File: src/hw/rtl/aabb_ram.sv
// ----------------------------------------------------------------------------
// aabb_ram
// Generic single-write, single-read RAM with registered read data.
// ----------------------------------------------------------------------------
`default_nettype none

module aabb_ram #(
  parameter int unsigned Width = 8,
  parameter int unsigned Depth = 16
) (
  input  wire logic                                         clk_i,
  input  wire logic                                         we_i,
  input  wire logic [((Depth > 1) ? $clog2(Depth) : 1)-1:0] waddr_i,
  input  wire logic [Width-1:0]                             wdata_i,
  input  wire logic                                         re_i,
  input  wire logic [((Depth > 1) ? $clog2(Depth) : 1)-1:0] raddr_i,
  output      logic [Width-1:0]                             rdata_o
);

  logic [Width-1:0] mem_q [Depth];

  always_ff @(posedge clk_i) begin
    if (we_i) begin
      mem_q[waddr_i] <= wdata_i;
    end
  end

  always_ff @(posedge clk_i) begin
    if (re_i) begin
      rdata_o <= mem_q[raddr_i];
    end
  end

endmodule

`default_nettype wire

File: config.mk
export PLATFORM = sky130hd
export DESIGN_NAME = aabb_ram
export DESIGN_NICKNAME = d
export VERILOG_FILES = /design/src/hw/rtl/aabb_ram.sv
export SDC_FILE = /design/constraint.sdc
export NUM_CORES = 1
export LEC_CHECK = 0
export BUFFER_PORTS_ARGS = -buffer_cell sky130_fd_sc_hd__buf_2
export CORE_UTILIZATION = 60
export CTS_BUF_LIST = sky130_fd_sc_hd__clkbuf_16
export DETAILED_ROUTE_END_ITERATION = 8
export PLACE_DENSITY = 0.83
export SLEW_MARGIN = 10
export SYNTH_ARGS = -nofsm -noshare
export SYNTH_HDL_FRONTEND = slang
export SYNTH_SLANG_ARGS = --single-unit
File: constraint.sdc
create_clock -name clk_i -period 3.45 [get_ports clk_i]
set_input_delay 0.345 -clock clk_i [delete_from_list [all_inputs] [get_ports clk_i]]
set_output_delay 0.345 -clock clk_i [all_outputs]
set_load 0.01 [all_outputs]
==> impl_metrics.tcl, run 1 <==
set metrics [dict create \
    fin_crit_sh_pct 52.4 \
    syn_inst 229 \
    antennaDiodeCount 0 \
    min_path_type "input port to flip-flop" \
    finalHoldViolCount 0 \
    dpl.cell_count 354 \
    fmax_mhz 554 \
    p_per_area_nw_per_um2 620 \
    final_nets 287 \
    coreArea_um2 8340 \
    place_ws_ns 1.23 \
    antenna_found_initial 0 \
    clockBufferDepth 2 \
    crit_required_ns 3.61 \
    period_minus_slack_ns 1.81 \
    netlist.area_leader.share_pct 78.1 \
    grt_pass1_wl_um 14700 \
    tns_ns 0 \
    die_h_um 95.3 \
    hpwl_um 5870 \
    place_congestion 0.699 \
    wl_per_cell_um 25.4 \
    setup_slack_ns 1.64 \
    report.power.total_mw 3.72 \
    die_area_um2 9090 \
    final_layout_size_suffix_gt1_share_pct 28.8 \
    fin_util_pct 71.9 \
    grt_max_degree 33 \
    endpoint_kind "flip-flop" \
    syn_area_um2 5230 \
    h-tree-depth 4 \
    synth_seq_cells 136 \
    synthTopCellsByArea "edfxtp_1 78%, mux4_2 7.8%, mux4_1 7.0%, a22oi_1 2.3%, nor2_1 0.93%" \
    avgSynthCellArea_um2 22.8 \
    io_pins 27 \
    worst_skew_pair.late_latency_ns 0.41 \
    clockRootBuffer "clkbuf_16" \
    synth-seq-area-share_pct 78.1 \
    cts.sinks 136 \
    drc_errors 0 \
    tightest_slew_ns 1.00 \
    syn_nets 248 \
    maxSlewViolCount 0 \
    wl_um 9820 \
    drtAntennaViolNets 0 \
    cts_hold_buf 0 \
    setup_violations 0 \
    crit_arrival_ns 1.97 \
    peakVddDrop_v 0.000391 \
    overflow 0 \
    rsz0062_at_grt "no" \
    max-cap-violations 0 \
    clkTransAtPathRegs_ns 0.06 \
    fill_cells 478 \
    grt_usage_pct 24.4 \
    portBuffers 26 \
    drt_iter0_drc 232 \
    ctsResizeCount 0 \
    timing.slew.headroom_pct 33.0 \
    row_count 33 \
    final-seq-area_um2 4080 \
    cts_tree "built" \
    grt_pass1_vias 2491 \
    final_cells 386 \
    initial_core_util_pct 62.7 \
    clock_skew_ns 0.00452 \
    area_growth_pct 14.7 \
    numCtsBuffers 17 \
    drt_first_pass_iters 5 \
    multi_input_area_um2 1060 \
    yosysTopAreaCell "edfxtp_1" \
    vias_per_cell 6.39 \
    status "completed" \
    cts_setup_buffers 0 \
    leakagePower_nw 2.00 \
    fp.dieW_um 95.3 \
    crit_fanout 32 \
    cp-start-kind "input port" \
    crit_type "input port to flip-flop" \
    yosysWarnings 0 \
    yosysUniqueCellTypes 18 \
    vias 2465 \
]
==> worst max-delay path, cell delays in order <==
cell	delay [ns]
buf_2	0.09
buf_4	0.49
mux4_1	0.64
a22oi_1	0.29
nand2_1	0.09
==> power breakdown <==
part | internal [mW] | switching [mW]
logic | 0.0654 | 0.0979
clock network | 0.990 | 0.692
registers | 1.86 | 0.00937
==> stage by stage <==
stage / hold WS (ns) / instance area [um^2]
CTS: 0.280 / 5990
finish: 0.286 / 5990
floorplan: 0.444 / 5230
global route: 0.280 / 5990
global placement: 0.718 / 5440
detailed placement: 0.712 / 5440
==> layout make-up <==
cell class                      count  area share [%]
Tap cell                          105            2.19
Sequential cell                   136            68.1
Timing Repair Buffer               30            2.67
Clock inverter                     15            2.19
Clock buffer                       17            7.10
Multi-Input combinational cell     83            17.7
==> Yosys cell counts <==
cell and count:
a22oi_1 16, and2_1 1, and2b_1 1, buf_2 3, buf_4 1, buf_6 3, clkdlybuf4s25_2 3, edfxtp_1 136
mux4_1 14, mux4_2 18, nand2_1 9, nand2b_1 2, nand3_1 1, nand3b_1 2, nor2_1 13, nor2b_1 1
nor3_1 4, or3b_2 1
==> state kept, by name, indices dropped and copies added, names as in the netlist <==
register and flops:
rdata_o 8, mem_q 128
==> logic make-up after synthesis <==
logic type / Yosys count / share of synthesized area, %
flops: 136 / 78.1
simple gates: 35 / 3.14
mux: 32 / 14.8
compound gates: 16 / 2.30
buf+inv: 10 / 1.65
==> cell usage in the layout (no fill, tap or decap), types with 2 or more instances in the layout <==
| cell | instances |
|---|---|
| nor3_1 | 3 |
| inv_6 | 2 |
| clkinvlp_4 | 4 |
| nor2_1 | 13 |
| nand2_1 | 9 |
| buf_2 | 26 |
| edfxtp_1 | 136 |
| nand2b_1 | 2 |
| clkbuf_16 | 17 |
| nand3b_1 | 2 |
| a22oi_1 | 16 |
| clkinv_4 | 4 |
| mux4_1 | 14 |
| mux4_2 | 18 |
| buf_4 | 4 |
| clkinv_2 | 3 |
==> metal layers <==
layer  up-vias  part of all wire (%)  track usage (%)
met4         0                   1.5             8.84
met5         -                     0                0
met3        17                   5.9             6.54
li1       1066                     -                -
met1      1275                    41             32.9
met2       107                    51             38.7
==> path summary, 6_finish.rpt <==
| check | start | end | slack, ns | cells past startpoint |
|---|---|---|---|---|
| hold / removal | re_i | rdata_o[1]$_DFFE_PP_ | 0.29 | 1 |
| hold reg to reg | mem_q[14][2]$_DFFE_PP_ | rdata_o[2]$_DFFE_PP_ | 0.75 | 3 |
| setup / recovery | raddr_i[0] | rdata_o[1]$_DFFE_PP_ | 1.64 | 5 |
| setup reg to reg | mem_q[5][3]$_DFFE_PP_ | rdata_o[3]$_DFFE_PP_ | 1.94 | 3 |
Note: power is estimated with default switching activity, not from simulation.
==> run 2: changes to the inputs <==
==> constraint.sdc (replaced) <==
create_clock -name clk_i -period 1.9 [get_ports clk_i]
set_input_delay 0.19 -clock clk_i [delete_from_list [all_inputs] [get_ports clk_i]]
set_output_delay 0.19 -clock clk_i [all_outputs]
set_load 0.01 [all_outputs]
==> run 2 against run 1 <==
Sequential share of layout area fell by 1.8 points. Critical path depth fell by 2. Routed wire length rose by 6.3%. Non-clock buffer count rose by 17. Count of clock-buffer cells in the layout did not move. Clock power rose by 80%. Die area did not move. Critical endpoint is now rdata_o[2]$_DFFE_PP_. Largest power group unchanged.
==> impl_metrics.tcl, run 2 (synthesis results as in run 1) <==
set metrics [dict create \
    drt_first_pass_iters 5 \
    crit_arrival_ns 1.71 \
    p_per_area_nw_per_um2 1100 \
    endpoint_kind "flip-flop" \
    setup_violations 0 \
    crit_required_ns 2.06 \
    peakVddDrop_v 0.000817 \
    rsz0062_at_grt "no" \
    final_cells 403 \
    setup_slack_ns 0.349 \
    initial_core_util_pct 62.7 \
    report.power.total_mw 6.75 \
    drtAntennaViolNets 0 \
    tightest_slew_ns 0.652 \
    largest_reg_flops 128 \
    row_count 33 \
    clockPowerShare_pct 44.9 \
    place_ws_ns 0.140 \
    fp.dieW_um 95.3 \
    cts_hold_buf 0 \
    swShare_pct 21.3 \
    period_minus_slack_ns 1.55 \
    fin_crit_sh_pct 81.6 \
    crit_type "flip-flop to flip-flop" \
    antenna_found_initial 0 \
    sequentialPowerShare_pct 50.3 \
    vias_per_cell 6.37 \
    cts_setup_buffers 0 \
    max-cap-violations 0 \
    final_nets 304 \
    clockBufferDepth 2 \
    die_area_um2 9090 \
    place_congestion 0.771 \
    fmax_mhz 645 \
    antennaDiodeCount 0 \
    drt_iter0_drc 258 \
    hpwl_um 6400 \
    dpl.cell_count 371 \
    clkTransAtPathRegs_ns 0.06 \
    vias 2569 \
    wl_um 10400 \
    clockRootBuffer "clkbuf_16" \
    overflow 0 \
    leakagePower_nw 2.09 \
    grt_usage_pct 26.2 \
    grt_max_degree 21 \
    coreArea_um2 8340 \
    clock_skew_ns 0.00363 \
    grt_pass1_vias 2574 \
    share_comb_of_total_power_pct 4.8 \
    portBuffers 26 \
    cts_tree "built" \
    min_path_type "input port to flip-flop" \
    status "completed" \
    final_cell_mix "136 x edfxtp_1, 26 x buf_2, 18 x mux4_2, 18 x buf_4, 17 x clkbuf_16" \
    crit_fanout 1 \
    top_register "mem_q" \
    area_growth_pct 17.7 \
    tns_ns 0 \
    numCtsBuffers 17 \
    mostFrequentLayoutCell "edfxtp_1" \
    largest_registers "mem_q x128, rdata_o x8" \
    drc_errors 0 \
    io_pins 27 \
    ctsResizeCount 0 \
    grt_pass1_wl_um 15600 \
    cp-start-kind "flip-flop" \
    worst_skew_pair.late_latency_ns 0.41 \
    die_h_um 95.3 \
    fill_cells 438 \
    final_layout_size_suffix_gt1_share_pct 32.9 \
    finalHoldViolCount 0 \
    h-tree-depth 4 \
    p_switching_mw 1.44 \
    maxSlewViolCount 0 \
    internal_power_mw 5.31 \
    timing.slew.headroom_pct 56.4 \
    cts.sinks 136 \
    wl_per_cell_um 25.9 \
]
-- run 2: cell count changes in the layout (fill, tap and decap cells not counted) --
cell,delta
buf_4,+14
buf_12,+3
clkinv_4,-2
clkinvlp_4,+2
clkinv_2,+1
inv_1,-1
nor3_1,+1
nor3_2,-1
-- run 2: power by group through the flow --
stage,logic (mW),registers [mW],clock network (mW)
floorplan,0.171,3.46,0
global placement,0.306,3.46,0
detailed placement,0.321,3.46,0
CTS,0.325,3.40,3.07
global route,0.348,3.40,3.19
finish,0.322,3.40,3.03
-- run 2: area by class of cell --
class                      count  area, um^2  share of cell area, %
sequential                   136        4080                   66.4
multi-input combinational     83        1060                   17.2
clock buffer                  17         425                   6.91
timing repair buffer          47         325                   5.29
tap                          105         131                   2.14
clock inverter                15         130                   2.11
-- run 2: metal layers --
layer	routed length, um	vias to the layer above	part of all wire [%]	GRT usage (%)
met4	206	0	2.0	9.34
met2	5210	136	50	40.4
li1	-	1099	-	-
met1	4240	1314	41	35.0
met5	0	-	0	0
met3	782	20	7.5	9.49
-- run 2: critical path, cell delays in order (launching register included) --
cell	delay (ns)
edfxtp_1	0.39
mux4_1	0.59
a22oi_1	0.24
nand2_1	0.08
-- run 2: metrics by stage --
step / util, % / area (um^2) / hold WS (ns)
4_1_cts: 73.8 / 6150 / 0.130
3_5_place_dp: 67.1 / 5600 / 0.558
6_report: 73.8 / 6150 / 0.135
5_1_grt: 73.8 / 6150 / 0.129
2_1_floorplan: - / 5230 / 0.289
3_3_place_gp: 67.1 / 5600 / 0.551
-- run 2: worst paths after layout --
path / startpoint / to / slack [ns] / depth (start not counted)
setup / recovery: mem_q[5][2]$_DFFE_PP_ / rdata_o[2]$_DFFE_PP_ / 0.35 / 3
hold / removal: re_i / rdata_o[0]$_DFFE_PP_ / 0.14 / 1
setup reg to reg: mem_q[5][2]$_DFFE_PP_ / rdata_o[2]$_DFFE_PP_ / 0.35 / 3
hold reg to reg: mem_q[12][4]$_DFFE_PP_ / rdata_o[4]$_DFFE_PP_ / 0.75 / 3
