$ cat config.mk
export PLATFORM = sky130hd
export DESIGN_NAME = aabb_cmp
export DESIGN_NICKNAME = d
export VERILOG_FILES = /design/src/hw/rtl/aabb_pkg.sv /design/src/hw/rtl/aabb_cmp.sv
export SDC_FILE = /design/constraint.sdc
export NUM_CORES = 1
export LEC_CHECK = 0
export BUFFER_PORTS_ARGS = -buffer_cell sky130_fd_sc_hd__buf_2
export CORE_ASPECT_RATIO = 0.6
export CORE_UTILIZATION = 40
export DETAILED_ROUTE_END_ITERATION = 7
export GPL_TIMING_DRIVEN = 0
export PLACE_DENSITY = 0.71
export SLEW_MARGIN = 25
export SYNTH_ARGS = -nofsm -noshare
export SYNTH_HDL_FRONTEND = slang
export SYNTH_SLANG_ARGS = --single-unit
$ cat constraint.sdc
create_clock -name vclk -period 4.1
set_input_delay 0.41 -clock vclk [all_inputs]
set_output_delay 0.41 -clock vclk [all_outputs]
set_load 0.02 [all_outputs]
$ cat src/hw/rtl/aabb_pkg.sv
// ----------------------------------------------------------------------------
// aabb_pkg
// Shared types and constants for the box store and overlap checker.
// ----------------------------------------------------------------------------
`default_nettype none

package aabb_pkg;

  // Store depth and the widths that follow from it
  localparam int unsigned MaxBoxes = 64;
  localparam int unsigned IdxW     = (MaxBoxes > 1) ? $clog2(MaxBoxes) : 1;
  localparam int unsigned CntW     = $clog2(MaxBoxes + 1);

  // Field widths
  localparam int unsigned PosW = 32;
  localparam int unsigned LenW = 31;

  // Item modes
  localparam logic MODE_ADD   = 1'b0;
  localparam logic MODE_QUERY = 1'b1;

  typedef struct packed {
    logic signed [PosW-1:0] pos_x;
    logic signed [PosW-1:0] pos_y;
    logic        [LenW-1:0] box_w;
    logic        [LenW-1:0] box_h;
  } box_t;

  localparam int unsigned BoxW = $bits(box_t);

  typedef enum logic [1:0] {
    ST_IDLE,
    ST_SCAN,
    ST_DRAIN
  } state_e;

endpackage

`default_nettype wire

$ cat src/hw/rtl/aabb_cmp.sv
// ----------------------------------------------------------------------------
// aabb_cmp
// Strict overlap test of two boxes; edge sums formed at 33 bits.
// ----------------------------------------------------------------------------
`default_nettype none

module aabb_cmp
  import aabb_pkg::*;
(
  input  wire box_t a_i,
  input  wire box_t b_i,
  output logic      hit_o
);

  localparam int unsigned SumW = PosW + 1;

  logic signed [SumW-1:0] ax_lo, ay_lo, bx_lo, by_lo;
  logic signed [SumW-1:0] ax_hi, ay_hi, bx_hi, by_hi;

  always_comb begin
    ax_lo = SumW'($signed(a_i.pos_x));
    ay_lo = SumW'($signed(a_i.pos_y));
    bx_lo = SumW'($signed(b_i.pos_x));
    by_lo = SumW'($signed(b_i.pos_y));
    ax_hi = ax_lo + $signed({2'b00, a_i.box_w});
    ay_hi = ay_lo + $signed({2'b00, a_i.box_h});
    bx_hi = bx_lo + $signed({2'b00, b_i.box_w});
    by_hi = by_lo + $signed({2'b00, b_i.box_h});
    // touching edges do not count
    hit_o = (ax_hi > bx_lo) && (bx_hi > ax_lo) &&
            (ay_hi > by_lo) && (by_hi > ay_lo);
  end

endmodule

`default_nettype wire

==> results of run 1 <==
power breakdown:
| part | leakage, uW | internal (uW) | switching (uW) |
|---|---|---|---|
| logic | 0.00636 | 962 | 1160 |
| registers | 0 | 0 | 0 |
| clock network | 0.0000000317 | 0.000163 | 0 |
| total | 0.00636 | 962 | 1160 |
cells by family (layout without fill, tap and decap cells):
logic type      Yosys count  after routing  synth area share, %
fa+ha+maj               260            260                 35.1
simple gates            296            296                 15.7
buf+inv                 185            453                 7.44
compound gates          454            454                 31.4
mux                       1              1                0.107
xor+xnor                110            110                 10.3
other cells               0              5                    0
stage by stage:
step / TNS, ps / setup slack, ps / area, um2 / std cells
2_1_floorplan: -29.0 / -29.0 / 9560 / 1306
3_3_place_gp: -1570 / -1570 / 11200 / 1867
3_5_place_dp: -1610 / -1610 / 11200 / 1867
4_1_cts: -870 / -870 / 11400 / 1877
5_1_grt: -1050 / -1050 / 11600 / 1885
6_report: -852 / -852 / 11700 / 1887
layout make-up:
class | count | area (um2)
Buffer | 10 | 38.8
Inverter | 174 | 653
Tap cell | 308 | 385
Timing Repair Buffer | 269 | 1410
Antenna cell | 5 | 12.5
Multi-Input combinational cell | 1121 | 9160
Fill cell | 2275 | 10800
synth_stat cells (all sizes together), types with 3 or more instances:
cell type and n:
a211o 5, o21ai 69, a31o 3, nand4b 3, xnor2 83, inv 174
or3 4, xor2 27, fa 4, clkbuf 10, nand4 35, a32oi 4
o311ai 4, nor3 17, a221oi 4, o221ai 3, a2111oi 5, ha 256
nor3b 3, and3 13, a21oi 152, a31oi 14, nand3b 5, a311o 3
a21o 104, nand2 67, o21bai 22, nor4 4, nand2b 14, o211ai 15
nor2 72, nand3 36, and2 3, nor2b 16, a211oi 10, o31ai 4
o2111ai 4, o21a 12
per-layer routing:
metal  up-vias  wire length [um]
met3        17              2430
li1       5330                 -
met5         -                13
met1      4834             16400
met2       382             12600
met4         2               193
worst min-delay path: stages:
cell and delay [ps]:
buf_2 110, ha_1 180, nand4_1 100, nand3_1 110, a21o_1 120, nor4_4 50
buf_4 150
timing repair:
item / CTS / global route
buffers inserted: 10 / 6
setup endpoints to repair: 1 / 1
resized for setup: 30 / 37
pin swaps: 19 / 26
worst max-delay path by stage:
| stage | cells past startpoint | to | slack (ps) | start |
|---|---|---|---|---|
| 2_1_floorplan | 20 | hit_o | -30 | a_i[99] |
| 4_1_cts | 21 | hit_o | -870 | a_i[62] |
| 3_5_place_dp | 20 | hit_o | -1610 | a_i[62] |
| 3_3_place_gp | 20 | hit_o | -1570 | a_i[62] |
| 6_report | 19 | hit_o | -850 | a_i[82] |
| 5_1_grt | 22 | hit_o | -1050 | a_i[0] |
==> impl_metrics.toml, run 1 <==
[timing]
fin_crit_sh_pct = 121
fmax_mhz = 202
relSlewSlack_pct = 59.9
maxSlewViolCount = 0
rsz0062_at_grt = "yes"
holdWs_ps = 1640
hold_viol = 0
setup_viol = 1
worst_slack_ps = -852
final.min_clock_period_ps = 4950
worst_pin_slew_ps = 595

[detailed_routing]
ant_nets = 0
wl_per_cell_um = 16.7
dr.pass1.iters = 5
wl_um = 31600
vias = 10600
remaining_drc_errors = 0
vias_per_cell = 5.60
drtIter0Drc = 768

[synth]
netlist_instances = 1306
ys_seq_area_share_pct = 0
yosysUniqueCellTypes = 59
syn-cell-area_um2 = 9350
postSynthNetCount = 1818
yosys.area.top_type = "ha_1"
ys.warnings.count = 0
synthTopCellsByArea = "ha_1, a21o_1, a21oi_1, xnor2_1, inv_1"
synth_top_area_share_pct = 34.2
syn_avg_cell_area_um2 = 7.16

[worst_setup_path]
path_class = "in -> out"
arrival_ps = 4540
slowest_delay_ps = 480
crit_fanout = 5
path_cells = "buf_2, ha_1, nand3_1, nor2_1, and3_1, o211ai_1, and2_1, o21ai_0, xor2_1, ha_1, a21o_1, a21o_1, a21oi_1, o21ai_0, a21oi_1, and4b_1, a21o_1, nor4_4, buf_4"
worst_path_most_repeated_cell = "a21o_1"
cp_slowest_cell = "nor2_1"
startpoint_type = "input port"
end_kind = "output port"
worst_ep_required_time_ps = 3690
cp_num_buf_inv = 2
critPathTopFamily = "simple AND/OR/NAND/NOR gates"

[pwr]
total_leakage_power_uw = 0.00636
fin_total_pwr_uw = 2130
vdd_drop_max_mv = 0.0795
p_per_area_nw_per_um2 = 182

[floorplan]
core_area_um2 = 22500
initial_core_util_pct = 41.6
io_pins = 253
die_x_um = 199
die_area_um2 = 24000
dieHeight_um = 120
row_count = 42

[global_route]
grt_max_degree = 11
grt_util_met2_pct = 37.5
globalRouteOverflowTotal = 0
grt_use_met1_pct = 39.2
grt_pass1_wl_um = 48300
grt_util_all_layers_pct = 25.0
use_met3_pct = 2.26
grt_pass1_vias = 9692
top_usage_layer = "met1"
antenna_found_initial = 5

[finish]
regArea_um2 = 0
nNetsFinal = 2088
layout_commonest_cell = "buf_2"
drive_above_1_share_pct = 22.1
n_sequential_cell = 0
final_util_pct = 51.8
syn2layout_area_growth_pct = 24.6
clkbuf_count = 0
mostFrequentLayoutCells = "buf_2, ha_1, inv_1, a21oi_1, a21o_1"

[run]
maxCapViolations = 0

[placement]
hpwlAfterDp_um = 27800
gp_congestion = 0.970
portBuffers = 253

[min_path]
min_path_cells = 7
hold_path_class = "in -> out"
min_to = "hit_o"
min_from = "b_i[94]"

[clock_network]
cts_hold_buf = 0

[status]
status = "complete, but fails checks"
violations = "setup timing"
Power figures use the tool's default switching activity.
==> run 2, diff against run 1 <==
--- a/config.mk
+++ b/config.mk
@@ -8,8 +8,9 @@
 export BUFFER_PORTS_ARGS = -buffer_cell sky130_fd_sc_hd__buf_2
+export CELL_PAD_IN_SITES_DETAIL_PLACEMENT = 1
+export CELL_PAD_IN_SITES_GLOBAL_PLACEMENT = 1
 export CORE_ASPECT_RATIO = 0.6
-export CORE_UTILIZATION = 40
+export CORE_UTILIZATION = 36
 export DETAILED_ROUTE_END_ITERATION = 7
 export GPL_TIMING_DRIVEN = 0
-export PLACE_DENSITY = 0.71
-export SLEW_MARGIN = 25
+export PLACE_DENSITY = 0.86
 export SYNTH_ARGS = -nofsm -noshare
==> constraint.sdc (replaced) <==
create_clock -name vclk -period 4.1
set_input_delay 0.41 -clock vclk [all_inputs]
set_output_delay 0.41 -clock vclk [all_outputs]
set_load 0.1 [all_outputs]
==> impl_metrics.toml, run 2 (synthesis gave the netlist of run 1 again) <==
[worst_setup_path]
crit_fanout = 6
startpoint_type = "input port"
path_class = "in -> out"
worst_ep_required_time_ps = 3690
arrival_ps = 4620
cp-startpoint = "b_i[47]"
end_kind = "output port"

[timing]
worst_pin_slew_ps = 656
setup_viol = 1
fin_crit_sh_pct = 123
final.min_clock_period_ps = 5030
worst_slack_ps = -931
rsz0062_at_grt = "yes"
maxSlewViolCount = 0
relSlewSlack_pct = 55.9
tns_ps = -931
fmax_mhz = 199
hold_viol = 0

[status]
violations = "setup timing"
status = "complete, but fails checks"

[min_path]
min_from = "b_i[94]"
hold_path_class = "in -> out"

[pwr]
vdd_drop_max_mv = 0.0723
total_leakage_power_uw = 0.00637
fin_total_pwr_uw = 2230
p_per_area_nw_per_um2 = 191

[finish]
nNetsFinal = 2086
final_util_pct = 46.1
final_area_um2 = 11700
mostFrequentLayoutCells = "buf_2, ha_1, inv_1, a21oi_1, a21o_1"
multi_input_area_um2 = 9200
n_sequential_cell = 0
nFillCells = 3297
regArea_um2 = 0
drive_above_1_share_pct = 22.4
syn2layout_area_growth_pct = 25.2
layout_commonest_cell = "buf_2"
clkbuf_count = 0
n_antenna_cell = 0

[global_route]
grt_util_all_layers_pct = 26.5
grt_pass1_vias = 10700
grt_pass1_wl_um = 57100
globalRouteOverflowTotal = 0
antenna_found_initial = 0
grt_max_degree = 11

[placement]
gp_congestion = 0.941
hpwlAfterDp_um = 32800
portBuffers = 253
dp_slack_ps = -1870
placed_area_um2 = 11200

[detailed_routing]
wl_per_cell_um = 19.1
vias = 10800
vias_per_cell = 5.64
drtIter0Drc = 735
remaining_drc_errors = 0
ant_nets = 0
dr.pass1.iters = 7
wl_um = 36800

[floorplan]
io_pins = 253
dieHeight_um = 127
core_area_um2 = 25400
die_area_um2 = 26600
die_x_um = 210
row_count = 45
initial_core_util_pct = 36.8

[run]
maxCapViolations = 0

[clock_network]
cts_hold_buf = 0
## run 2: cell count changes in the layout (fill, tap and decap cells not counted), sizes merged
cell,delta
buf,-1
clkbuf,-1
diode,-5
## run 2: what timing repair did
action                                  CTS  global route
endpoints found under the setup margin    1             1
buffers inserted                          7             8
resized for setup                        57            21
pin swaps                                22            22
## run 2: metal layers
layer	vias up	GRT usage [%]	share of wire (%)
li1	5317	-	-
met1	5191	41.7	54
met2	315	40.9	41
met3	20	0.941	4.6
met4	0	1.16	0.60
met5	-	0	0
## run 2: where the power goes
part | switching [uW] | total, uW | internal (uW)
logic | 1260 | 2230 | 968
registers | 0 | 0 | 0
clock network | 0 | 0 | 0
## run 2: cell type report
type | instances | share of cell area, %
multi-input cells | 1121 | 78.5
repair buffers | 268 | 11.8
inverters | 174 | 5.58
well taps | 352 | 3.76
plain buffers | 9 | 0.299
## run 2: final timing paths
check | to | slack, ps | cells past startpoint
setup / recovery | hit_o | -930 | 23
hold / removal | hit_o | 1640 | 7
## run 2: critical path: stages
cell and delay [ps]:
buf_2 120, ha_4 250, and3_1 180, clkbuf_1 170, a311o_1 390, o22ai_2 170
o211ai_1 140, buf_4 170, nor2b_2 170, a31oi_2 210, o21ai_0 150, a21oi_1 210
xnor2_1 120, ha_1 290, nand4_1 170, nor2_4 200, nand3_2 150, nor3_4 170
a221oi_1 120, o221ai_2 100, a31oi_4 130, nor4_4 160, buf_6 260
## run 2: per-stage QoR
stage               std cells  hold WS [ps]
global placement         1911          1740
finish                   1924          1640
floorplan                1306          1320
global route             1924          1680
CTS                      1918          1630
detailed placement       1911          1770
==> run 3, diff against run 2 <==
- CORE_UTILIZATION: 36 -> 40
- PLACE_DENSITY: 0.86 -> 0.9
- clock period: 4.1 -> 4.9 ns (I/O delays scaled with it)
==> impl_metrics.toml, run 3 (synthesis gave the netlist of run 1 again) <==
[status]
status = "complete, but fails checks"
violations = "setup timing"

[worst_setup_path]
startpoint_type = "input port"
arrival_ps = 4660
cp-startpoint = "a_i[2]"
crit_fanout = 4
worst_ep_required_time_ps = 4410
endpoint = "hit_o"
end_kind = "output port"
path_class = "in -> out"

[pwr]
vdd_drop_max_mv = 0.0660
total_leakage_power_uw = 0.00642
fin_total_pwr_uw = 1910
p_per_area_nw_per_um2 = 161

[finish]
clkbuf_count = 0
regArea_um2 = 0
mostFrequentLayoutCells = "buf_2, ha_1, inv_1, a21oi_1, a21o_1"
final_area_um2 = 11800
nFillCells = 2992
syn2layout_area_growth_pct = 26.5
drive_above_1_share_pct = 22.9
nNetsFinal = 2097
finalNonFillerCells = 1894
layout_commonest_cell = "buf_2"
n_sequential_cell = 0

[floorplan]
die_area_um2 = 24000
dieHeight_um = 120
io_pins = 253
row_count = 42
core_area_um2 = 22500
die_x_um = 199
initial_core_util_pct = 41.6

[global_route]
grt_pass1_vias = 11200
antenna_found_initial = 3
grt_util_all_layers_pct = 30.2
globalRouteOverflowTotal = 0
grt_max_degree = 11
grt_pass1_wl_um = 57800

[run]
maxCapViolations = 0

[detailed_routing]
wl_per_cell_um = 19.7
wl_um = 37400
remaining_drc_errors = 0
vias = 10900
ant_nets = 0
vias_per_cell = 5.75
dr.pass1.iters = 7
drtIter0Drc = 805

[timing]
fin_crit_sh_pct = 105
rsz0062_at_grt = "yes"
setup_viol = 1
maxSlewViolCount = 0
worst_slack_ps = -253
final.min_clock_period_ps = 5150
tns_ps = -253
hold_viol = 0
fmax_mhz = 194
worst_pin_slew_ps = 586
holdWs_ps = 1770
relSlewSlack_pct = 60.6

[placement]
placed_area_um2 = 11200
portBuffers = 253
gp_congestion = 0.936
hpwlAfterDp_um = 32400
place_inst = 1867

[clock_network]
cts_hold_buf = 0

[min_path]
hold_path_class = "in -> out"
-- run 3: cell count changes in the layout (fill, tap and decap cells not counted), sizes merged --
cell / change
buf: +10
diode: +3
clkbuf: +1
-- run 3: worst min path at each step --
| stage | slack, ps | cells after the start | to | start |
|---|---|---|---|---|
| 3_5_place_dp | 1920 | 7 | hit_o | b_i[94] |
| 3_3_place_gp | 1910 | 7 | hit_o | b_i[94] |
| 4_1_cts | 1780 | 6 | hit_o | a_i[94] |
| 6_report | 1770 | 6 | hit_o | a_i[94] |
| 5_1_grt | 1840 | 6 | hit_o | a_i[94] |
| 2_1_floorplan | 1480 | 5 | hit_o | b_i[94] |
-- run 3: power breakdown --
part	leakage [uW]	total, uW	switching (uW)	internal [uW]
sequential	0	0	0	0
combinational	0.00642	1910	1080	828
clock	0.0000000190	0.0000822	0	0.0000822
total	0.00642	1910	1080	828
-- run 3: routing by layer --
layer	routed length [um]	track usage, %	vias to the layer above
met3	2260	3.26	37
met2	15700	47.0	331
met1	19000	45.1	5182
met4	488	3.96	0
li1	-	-	5340
met5	0	0	-
-- run 3: worst max-delay path: stages --
cell,delay [ps]
buf_2,110
ha_1,370
nor2b_4,170
o2111ai_2,190
a21o_1,200
a21oi_4,90
o211ai_1,210
buf_4,180
a21oi_4,60
buf_6,130
o41ai_2,230
xnor2_1,160
ha_1,330
and3_4,190
nand3_4,80
nor4_4,330
nand4_1,240
or3_4,400
a31oi_4,220
nor4_4,60
buf_6,190
-- run 3: cell type report --
type                       instances  area [um2]  share of cell area, %
antenna                            3        7.51                 0.0634
buffer                            10        38.8                  0.328
inverter                         174         653                   5.52
multi-input combinational       1121        9270                   78.3
tap                              308         385                   3.26
timing repair buffer             278        1480                   12.5
-- run 3: metrics by stage --
| step | util, % | setup slack [ps] |
|---|---|---|
| 3_3_place_gp | 49.7 | -1090 |
| 3_5_place_dp | 49.7 | -1220 |
| 5_1_grt | 52.6 | -474 |
| 4_1_cts | 52.1 | -169 |
| 2_1_floorplan | - | -95.4 |
| 6_report | 52.6 | -253 |
-- run 3: what timing repair did --
| item | 4_1_cts | 5_1_grt |
|---|---|---|
| setup buffers | 20 | 5 |
| gates resized for setup | 77 | 14 |
| setup endpoints to repair | 1 | 1 |
| pin swaps | 35 | 23 |
